### config.mk
export PLATFORM = sky130hd
export DESIGN_NAME = debounced_setpoint_buttons_core_flat
export DESIGN_NICKNAME = d
export VERILOG_FILES = /design/src/hdl/dsb_pkg.sv /design/src/hdl/dsb_if.sv /design/src/hdl/debounced_setpoint_buttons_core.sv /design/src/hdl/dsb_debounce.sv /design/src/flat_wrapper.sv
export SDC_FILE = /design/constraint.sdc
export NUM_CORES = 1
export LEC_CHECK = 0
export BUFFER_PORTS_ARGS = -buffer_cell sky130_fd_sc_hd__buf_2
export CAP_MARGIN = 20
export CORE_UTILIZATION = 45
export DETAILED_ROUTE_END_ITERATION = 12
export GPL_ROUTABILITY_DRIVEN = 0
export PLACE_DENSITY_LB_ADDON = 0.08
export SETUP_SLACK_MARGIN = 0.02
export SLEW_MARGIN = 5
export SYNTH_ARGS = -nofsm -noshare
export SYNTH_HDL_FRONTEND = slang
export SYNTH_HIERARCHICAL = 1
export SYNTH_SLANG_ARGS = --single-unit
### constraint.sdc
create_clock -name clk -period 8.8 [get_ports clk]
set_input_delay 0.44 -clock clk [delete_from_list [all_inputs] [get_ports clk]]
set_output_delay 0.44 -clock clk [all_outputs]
set_load 0.02 [all_outputs]
### src/hdl/dsb_pkg.sv
// Shared types and constants for the debounced setpoint buttons block.
`default_nettype none
package dsb_pkg;

	localparam int NUM_BUTTONS = 4;
	localparam int CFG_IDX_W = 4;
	localparam int CFG_DATA_W = 8;
	localparam int POLLS_W = 8;
	localparam int HEIGHT_W = 7;
	localparam int YAW_W = 9;

	localparam logic [CFG_IDX_W-1:0] REG_DEBOUNCE_POLLS = 4'd0;
	localparam logic [CFG_IDX_W-1:0] REG_NORMAL_LEVELS = 4'd1;

	localparam logic [POLLS_W-1:0] POLLS_RESET = 8'd3;
	localparam logic [NUM_BUTTONS-1:0] NORMAL_RESET = 4'd12;

	localparam logic [HEIGHT_W-1:0] HEIGHT_RESET = 7'd20;
	localparam logic [HEIGHT_W:0] HEIGHT_STEP = 8'd10;
	localparam logic [HEIGHT_W:0] HEIGHT_MAX = 8'd100;
	localparam logic [YAW_W:0] YAW_STEP = 10'd15;
	localparam logic [YAW_W:0] YAW_FULL = 10'd360;

	localparam int BTN_UP = 0;
	localparam int BTN_DOWN = 1;
	localparam int BTN_LEFT = 2;
	localparam int BTN_RIGHT = 3;

	typedef struct packed {
		logic up_pin;
		logic down_pin;
		logic left_pin;
		logic right_pin;
	} btn_t;

	typedef struct packed {
		logic [HEIGHT_W-1:0] height_target;
		logic [YAW_W-1:0]    yaw_target;
		logic                up_pressed;
		logic                down_pressed;
		logic                left_pressed;
		logic                right_pressed;
	} res_t;

endpackage
`default_nettype wire

### src/hdl/dsb_if.sv
// Channel interfaces: button poll items, setpoint results, configuration writes.
`default_nettype none
interface dsb_btn_if;
	logic          valid;
	logic          ready;
	dsb_pkg::btn_t data;
	modport source (output valid, output data, input ready);
	modport sink (input valid, input data, output ready);
endinterface

interface dsb_res_if;
	logic          valid;
	logic          ready;
	dsb_pkg::res_t data;
	modport source (output valid, output data, input ready);
	modport sink (input valid, input data, output ready);
endinterface

interface dsb_cfg_if;
	logic                               valid;
	logic                               ready;
	logic [dsb_pkg::CFG_IDX_W-1:0]      index;
	logic [dsb_pkg::CFG_DATA_W-1:0]     wdata;
	modport source (output valid, output index, output wdata, input ready);
	modport sink (input valid, input index, input wdata, output ready);
endinterface
`default_nettype wire

### src/hdl/debounced_setpoint_buttons_core.sv
// Top level: four debounced buttons stepping a height and a yaw setpoint.
//
// Channels: btn takes one poll item per tick with the raw level of the up,
// down, left and right pins. res returns exactly one item per poll: the height
// target (0..100), the yaw target (0..345, step 15) and one press flag per
// button. cfg writes debounce_polls (index 0) and normal_levels (index 1);
// it is always ready; it must be written only while no poll is in flight,
// which the block itself does not enforce. Pipeline: a poll accepted at one
// edge is registered in the input register, then its result is registered at
// the next advancing edge. One poll per cycle is sustained while res is not
// stalled; the button counters and setpoint registers are updated at the
// same advancing edge that loads the result register.
// Reset: debounce_polls 3, normal_levels 12, debounced levels equal to those
// normal levels, counters clear, height 20, yaw 0, no item held.
// Stall: while res is stalled a held result stays put and one more poll is
// taken into the input register; btn.ready then drops until res moves.
`default_nettype none
module debounced_setpoint_buttons_core #(
	parameter int COUNT_WIDTH = 8
) (
	input  wire logic  clk,
	input  wire logic  arst_n,
	dsb_btn_if.sink    btn,
	dsb_res_if.source  res,
	dsb_cfg_if.sink    cfg
);

	logic [dsb_pkg::POLLS_W-1:0]     polls_q;
	logic [dsb_pkg::NUM_BUTTONS-1:0] normal_q;
	logic [dsb_pkg::POLLS_W-1:0]     thresh;

	logic                            valid_s1;
	dsb_pkg::btn_t                   btn_s1;
	logic                            res_valid_q;
	dsb_pkg::res_t                   res_q;
	logic                            advance;

	logic [dsb_pkg::HEIGHT_W-1:0]    height_q;
	logic [dsb_pkg::YAW_W-1:0]       yaw_q;
	logic [dsb_pkg::NUM_BUTTONS-1:0] raw;
	logic [dsb_pkg::NUM_BUTTONS-1:0] pressed;
	logic [dsb_pkg::HEIGHT_W:0]      h_sum;
	logic [dsb_pkg::HEIGHT_W:0]      h_up;
	logic [dsb_pkg::HEIGHT_W:0]      h_dn;
	logic [dsb_pkg::YAW_W:0]         y_lf;
	logic [dsb_pkg::YAW_W:0]         y_sum;
	logic [dsb_pkg::YAW_W:0]         y_rt;

	assign cfg.ready = 1'b1;

	always_ff @(posedge clk or negedge arst_n) begin
		if (!arst_n) begin
			polls_q <= dsb_pkg::POLLS_RESET;
			normal_q <= dsb_pkg::NORMAL_RESET;
		end else if (cfg.valid) begin
			case (cfg.index)
				dsb_pkg::REG_DEBOUNCE_POLLS: polls_q <= cfg.wdata;
				dsb_pkg::REG_NORMAL_LEVELS:  normal_q <= cfg.wdata[dsb_pkg::NUM_BUTTONS-1:0];
				default: ;
			endcase
		end
	end

	assign thresh = (polls_q == '0) ? dsb_pkg::POLLS_W'(1) : polls_q;

	assign advance = valid_s1 && (!res_valid_q || res.ready);
	assign btn.ready = !valid_s1 || advance;

	always_ff @(posedge clk or negedge arst_n) begin
		if (!arst_n) begin
			valid_s1 <= 1'b0;
		end else if (btn.valid && btn.ready) begin
			valid_s1 <= 1'b1;
		end else if (advance) begin
			valid_s1 <= 1'b0;
		end
	end

	always_ff @(posedge clk) begin
		if (btn.valid && btn.ready) begin
			btn_s1 <= btn.data;
		end
	end

	assign raw[dsb_pkg::BTN_UP] = btn_s1.up_pin;
	assign raw[dsb_pkg::BTN_DOWN] = btn_s1.down_pin;
	assign raw[dsb_pkg::BTN_LEFT] = btn_s1.left_pin;
	assign raw[dsb_pkg::BTN_RIGHT] = btn_s1.right_pin;

	for (genvar b = 0; b < dsb_pkg::NUM_BUTTONS; b++) begin : g_btn
		dsb_debounce #(
			.COUNT_WIDTH (COUNT_WIDTH),
			.RESET_LEVEL (dsb_pkg::NORMAL_RESET[b])
		) u_deb (
			.clk     (clk),
			.arst_n  (arst_n),
			.en      (advance),
			.raw     (raw[b]),
			.thresh  (thresh),
			.normal  (normal_q[b]),
			.pressed (pressed[b])
		);
	end

	always_comb begin
		h_sum = {1'b0, height_q} + dsb_pkg::HEIGHT_STEP;
		if (pressed[dsb_pkg::BTN_UP]) begin
			h_up = (h_sum > dsb_pkg::HEIGHT_MAX) ? dsb_pkg::HEIGHT_MAX : h_sum;
		end else begin
			h_up = {1'b0, height_q};
		end
		if (pressed[dsb_pkg::BTN_DOWN]) begin
			h_dn = (h_up >= dsb_pkg::HEIGHT_STEP) ? h_up - dsb_pkg::HEIGHT_STEP : '0;
		end else begin
			h_dn = h_up;
		end
		if (pressed[dsb_pkg::BTN_LEFT]) begin
			y_lf = ({1'b0, yaw_q} >= dsb_pkg::YAW_STEP) ? {1'b0, yaw_q} - dsb_pkg::YAW_STEP
				: {1'b0, yaw_q} + dsb_pkg::YAW_FULL - dsb_pkg::YAW_STEP;
		end else begin
			y_lf = {1'b0, yaw_q};
		end
		y_sum = y_lf + dsb_pkg::YAW_STEP;
		if (pressed[dsb_pkg::BTN_RIGHT]) begin
			y_rt = (y_sum >= dsb_pkg::YAW_FULL) ? y_sum - dsb_pkg::YAW_FULL : y_sum;
		end else begin
			y_rt = y_lf;
		end
	end

	always_ff @(posedge clk or negedge arst_n) begin
		if (!arst_n) begin
			height_q <= dsb_pkg::HEIGHT_RESET;
			yaw_q <= '0;
			res_valid_q <= 1'b0;
		end else begin
			if (advance) begin
				height_q <= h_dn[dsb_pkg::HEIGHT_W-1:0];
				yaw_q <= y_rt[dsb_pkg::YAW_W-1:0];
				res_valid_q <= 1'b1;
			end else if (res.ready) begin
				res_valid_q <= 1'b0;
			end
		end
	end

	always_ff @(posedge clk) begin
		if (advance) begin
			res_q.height_target <= h_dn[dsb_pkg::HEIGHT_W-1:0];
			res_q.yaw_target <= y_rt[dsb_pkg::YAW_W-1:0];
			res_q.up_pressed <= pressed[dsb_pkg::BTN_UP];
			res_q.down_pressed <= pressed[dsb_pkg::BTN_DOWN];
			res_q.left_pressed <= pressed[dsb_pkg::BTN_LEFT];
			res_q.right_pressed <= pressed[dsb_pkg::BTN_RIGHT];
		end
	end

	assign res.valid = res_valid_q;
	assign res.data = res_q;

endmodule
`default_nettype wire

### src/hdl/dsb_debounce.sv
// Counter debouncer for one button, with press detection against its normal level.
`default_nettype none
module dsb_debounce #(
	parameter int   COUNT_WIDTH = 8,
	parameter logic RESET_LEVEL = 1'b0
) (
	input  wire logic                           clk,
	input  wire logic                           arst_n,
	input  wire logic                           en,
	input  wire logic                           raw,
	input  wire logic [dsb_pkg::POLLS_W-1:0]    thresh,
	input  wire logic                           normal,
	output logic                                pressed
);

	localparam int CMP_W = (COUNT_WIDTH > dsb_pkg::POLLS_W) ? COUNT_WIDTH : dsb_pkg::POLLS_W;

	logic [COUNT_WIDTH-1:0] count_q;
	logic                   level_q;
	logic [COUNT_WIDTH-1:0] count_inc;
	logic                   mismatch;
	logic                   hit;

	always_comb begin
		mismatch = (raw != level_q);
		count_inc = (count_q == {COUNT_WIDTH{1'b1}}) ? count_q : count_q + COUNT_WIDTH'(1);
		hit = CMP_W'(count_inc) >= CMP_W'(thresh);
		pressed = mismatch && hit && (raw != normal);
	end

	always_ff @(posedge clk or negedge arst_n) begin
		if (!arst_n) begin
			count_q <= '0;
			level_q <= RESET_LEVEL;
		end else if (en) begin
			if (!mismatch) begin
				count_q <= '0;
			end else if (hit) begin
				count_q <= '0;
				level_q <= raw;
			end else begin
				count_q <= count_inc;
			end
		end
	end

endmodule
`default_nettype wire

### src/flat_wrapper.sv
// flat-port wrapper written by rule: the top's interface ports become plain ports
module debounced_setpoint_buttons_core_flat 
#(
	parameter int COUNT_WIDTH = 8
)
  (clk, arst_n, btn_valid, btn_data, btn_ready, res_valid, res_data, res_ready, cfg_valid, cfg_index, cfg_wdata, cfg_ready);
  dsb_btn_if btn_i ();
  dsb_res_if res_i ();
  dsb_cfg_if cfg_i ();
  input  wire logic clk;
  input  wire logic arst_n;
  input wire logic [$bits(btn_i.valid)-1:0] btn_valid;
  input wire logic [$bits(btn_i.data)-1:0] btn_data;
  output wire logic [$bits(btn_i.ready)-1:0] btn_ready;
  output wire logic [$bits(res_i.valid)-1:0] res_valid;
  output wire logic [$bits(res_i.data)-1:0] res_data;
  input wire logic [$bits(res_i.ready)-1:0] res_ready;
  input wire logic [$bits(cfg_i.valid)-1:0] cfg_valid;
  input wire logic [$bits(cfg_i.index)-1:0] cfg_index;
  input wire logic [$bits(cfg_i.wdata)-1:0] cfg_wdata;
  output wire logic [$bits(cfg_i.ready)-1:0] cfg_ready;
  assign btn_i.valid = btn_valid;
  assign btn_i.data = btn_data;
  assign btn_ready = btn_i.ready;
  assign res_valid = res_i.valid;
  assign res_data = res_i.data;
  assign res_i.ready = res_ready;
  assign cfg_i.valid = cfg_valid;
  assign cfg_i.index = cfg_index;
  assign cfg_i.wdata = cfg_wdata;
  assign cfg_ready = cfg_i.ready;
  debounced_setpoint_buttons_core #(.COUNT_WIDTH(COUNT_WIDTH)) u_core (.clk(clk), .arst_n(arst_n), .btn(btn_i), .res(res_i), .cfg(cfg_i));
endmodule
==> results.py <==
metrics = {
    "grt": {
        "grt_use_met1_pct": 24.9,
        "grt_most_used_layer": "met2",
        "grt_pass1_wl_mm": 24.6,
        "antenna_found_initial": 0,
        "grt_overflow": 0,
        "grt_usage_pct": 19.4,
        "globalRouteMet3Util_pct": 2.29,
        "grt_start_max_net_pins": 73,
        "grt_pass1_vias": 5177,
        "use_met2_pct": 32.9,
    },
    "clocking": {
        "clkTransAtPathRegs_ns": 0.07,
        "cts_sinks": 90,
        "cts_hold_buf": 0,
        "htree_levels": 3,
        "cts_resized": 0,
        "cts_buffers": 9,
        "cts_buffer_depth": 2,
        "postCtsSetupBuffers": 0,
        "cts_root_buf": "clkbuf_16",
        "cts_tree": "built",
        "clk_latency_ns": 0.35,
    },
    "yosys": {
        "synth_fp_nets": 798,
        "netlist_instances": 735,
        "synth_area_sq_mm": 0.00695,
        "async_reset_ff_share_pct": 73.3,
        "yosys_warnings": 6,
        "syn_area_per_cell_sq_um": 9.46,
        "synth_edf_count": 24,
        "yosysSeqAreaShare_pct": 34.3,
        "ys_seq_elements": 90,
        "yosys_most_used_dff": "dfrtp_1",
        "synthDistinctLibCells": 88,
    },
    "drt": {
        "drt_wl_total_mm": 14.8,
        "wire_per_inst_um": 15.6,
        "drcViolationCount": 0,
        "vias_per_cell": 5.79,
        "firstDrtPassIters": 4,
        "antenna_left": 0,
        "vias": 5492,
        "dr.first_iter.drc_count": 291,
    },
    "sta": {
        "setup_viol": 0,
        "rsz0062_at_grt": "no",
        "tns_ns": 0,
        "fmax_mhz": 169,
        "relSlewSlack_pct": 38.9,
        "worst_slew_pin_slew_ns": 0.916,
        "finClkSkew_ns": 0.00628,
        "final.period_utilization_pct": 67.4,
        "min_period_ns": 5.93,
        "slew_violations": 0,
        "hold_viol_final": 0,
    },
    "floorplan": {
        "core_area_sq_mm": 0.0151,
        "die_y_um": 126,
        "die_x_um": 126,
        "dieArea_sq_mm": 0.0159,
        "pin_count": 44,
        "rows": 45,
        "initial_core_util_pct": 45.9,
    },
    "placement": {
        "dp_cells": 930,
        "numPortBuffers": 42,
        "post-dp-hpwl_mm": 10.7,
    },
    "cells_and_area": {
        "area_growth_pct": 7.78,
        "final_cells": 948,
        "fin_nets": 818,
        "layout-drive-gt1-share_pct": 22.0,
        "antenna_cells": 0,
        "layout_common_cells": "70 x a21oi_1, 63 x nand2_1, 58 x dfrtp_1",
        "final_common_cell": "a21oi_1",
    },
    "setup_path": {
        "crit_type": "register to register",
        "crit_top_cell": "ha_1",
        "start_kind": "register",
        "slowest_stage": "a21oi_1",
        "worst_ep_required_time_ns": 8.91,
        "path_cells": "ha_1 -> nand2_1 -> or3_1 -> mux2_2 -> ha_1 -> a2111oi_4 -> nor2_2 -> nor2_1 -> a21oi_1 -> buf_4 -> mux2_2 -> inv_1 -> ha_1 -> nand3_1 -> nand3b_1 -> o21a_1 -> nand3_1 -> xor2_1 -> a21boi_4 -> xor2_1 -> or3_1 -> and2_1",
        "cp-end-kind": "register",
        "cp.arrival_ns": 6.04,
        "crit_fanout": 8,
        "critPathMaxStageDelay_ns": 0.55,
    },
    "power_and_ir_drop": {
        "powerDensity_mw_per_mm2": 278,
        "power.total_mw": 2.09,
        "p_leak_nw": 3.19,
        "peakVddDrop_v": 0.000132,
    },
    "outcome": {
        "status": "finished clean",
    },
    "job": {
        "cap_violations": 0,
    },
    "min_path": {
        "hold_class": "input pin to register",
    },
}
[metrics by stage]
| step | util [%] | instance area (sq um) | hold slack, ns | setup WS [ns] |
|---|---|---|---|---|
| CTS | 49.4 | 7480 | 0.250 | 2.67 |
| floorplan | - | 6950 | 0.144 | 3.67 |
| global route | 49.5 | 7490 | 0.260 | 2.45 |
| detailed placement | 47.4 | 7170 | 0.483 | 2.68 |
| finish | 49.5 | 7490 | 0.265 | 2.87 |
| global placement | 47.4 | 7170 | 0.474 | 2.84 |
[synth_stat cells, drive strengths merged, types with 4 or more instances]
cell / number / share of area [%]
a21oi: 70 / 5.0
nand2: 63 / 3.4
dfrtp: 58 / 21
inv: 43 / 2.3
ha: 42 / 7.6
mux2: 39 / 6.4
nor2: 38 / 2.2
nand3: 28 / 2.3
o21ai: 27 / 2.0
edfxtp: 24 / 10
o21a: 24 / 2.6
clkbuf: 23 / 1.5
and3: 17 / 1.6
buf: 17 / 2.3
nor3: 15 / 1.2
nand2b: 14 / 1.3
xnor2: 14 / 1.8
xor2: 14 / 1.8
nand3b: 12 / 1.3
nand4: 10 / 0.90
or3: 10 / 0.92
nor2b: 9 / 0.81
dfstp: 8 / 3.0
o211ai: 7 / 0.83
o31ai: 7 / 1.6
a21o: 6 / 0.67
a31oi: 6 / 0.54
and2: 6 / 0.61
nor4: 6 / 0.85
a2111oi: 5 / 1.7
a211o: 5 / 0.63
a31o: 5 / 0.63
a41oi: 5 / 0.63
or2: 5 / 0.45
a211oi: 4 / 0.43
a221oi: 4 / 0.59
a22o: 4 / 0.50
a32o: 4 / 0.58
o21ba: 4 / 0.58
or3b: 4 / 0.50
[critical path: cells and delay by family, from the launching register on]
| kind | cells | cell delay [ns] |
|---|---|---|
| fa+ha+maj | 3 | 0.76 |
| simple gates | 9 | 1.80 |
| compound gates | 4 | 1.04 |
| buf+inv | 2 | 0.36 |
| xor+xnor | 2 | 0.62 |
| flops | 1 | 0.44 |
| mux | 2 | 0.67 |
[logic make-up after synthesis]
logic type	count (synthesis)	synth area share [%]
XOR/XNOR	28	3.53
adder cells (fa/ha/maj)	42	7.56
other	1	0.0540
buffers and inverters	85	6.28
multiplexers	41	6.66
AO/OA/AOI/OAI	204	22.5
flip-flops	90	34.3
AND/OR/NAND/NOR	244	19.1
[final timing paths]
check	startpoint	to	slack, ns	cells after the start
max	u_core/g_btn[2].u_deb/count_q[0]	u_core/res.data[7]	2.87	22
min	btn_data[3]	u_core/btn_s1[3]	0.26	1
max reg2reg	u_core/g_btn[2].u_deb/count_q[0]	u_core/res.data[7]	2.87	22
min reg2reg	u_core/valid_s1	u_core/res.valid	0.50	1
max in group asynchronous	arst_n	u_core/g_btn[0].u_deb/level_q	7.90	2
min in group asynchronous	arst_n	u_core/yaw_q[3]	0.30	2
[sequential cells by signal, summed over array words and instances (netlist names)]
signal	flops
u_core/height_q	7
u_core/btn_s1	4
u_core/res.data	20
u_core/g_btn.u_deb/count_q	32
u_core/polls_q	8
u_core/g_btn.u_deb/level_q	4
u_core/yaw_q	9
u_core/res.valid	1
u_core/normal_q	4
u_core/valid_s1	1
[power breakdown]
| group | internal [mW] | switching, mW |
|---|---|---|
| Clock | 0.223 | 0.173 |
| Combinational | 0.445 | 0.553 |
| Sequential | 0.546 | 0.145 |
[routing by layer]
layer  routed length (um)  vias up
met4                  328        0
li1                     -     2735
met3                  376       21
met5                    0        -
met2                 7030       77
met1                 7050     2659
[layout make-up]
cell class,count,area [sq um]
Clock buffer,9,225
Tap cell,188,235
Multi-Input combinational cell,560,4140
Sequential cell,90,2380
Clock inverter,7,77.6
Fill cell,1399,7650
Timing Repair Buffer,49,263
Inverter,45,170
(Power assumes the default switching activity.)
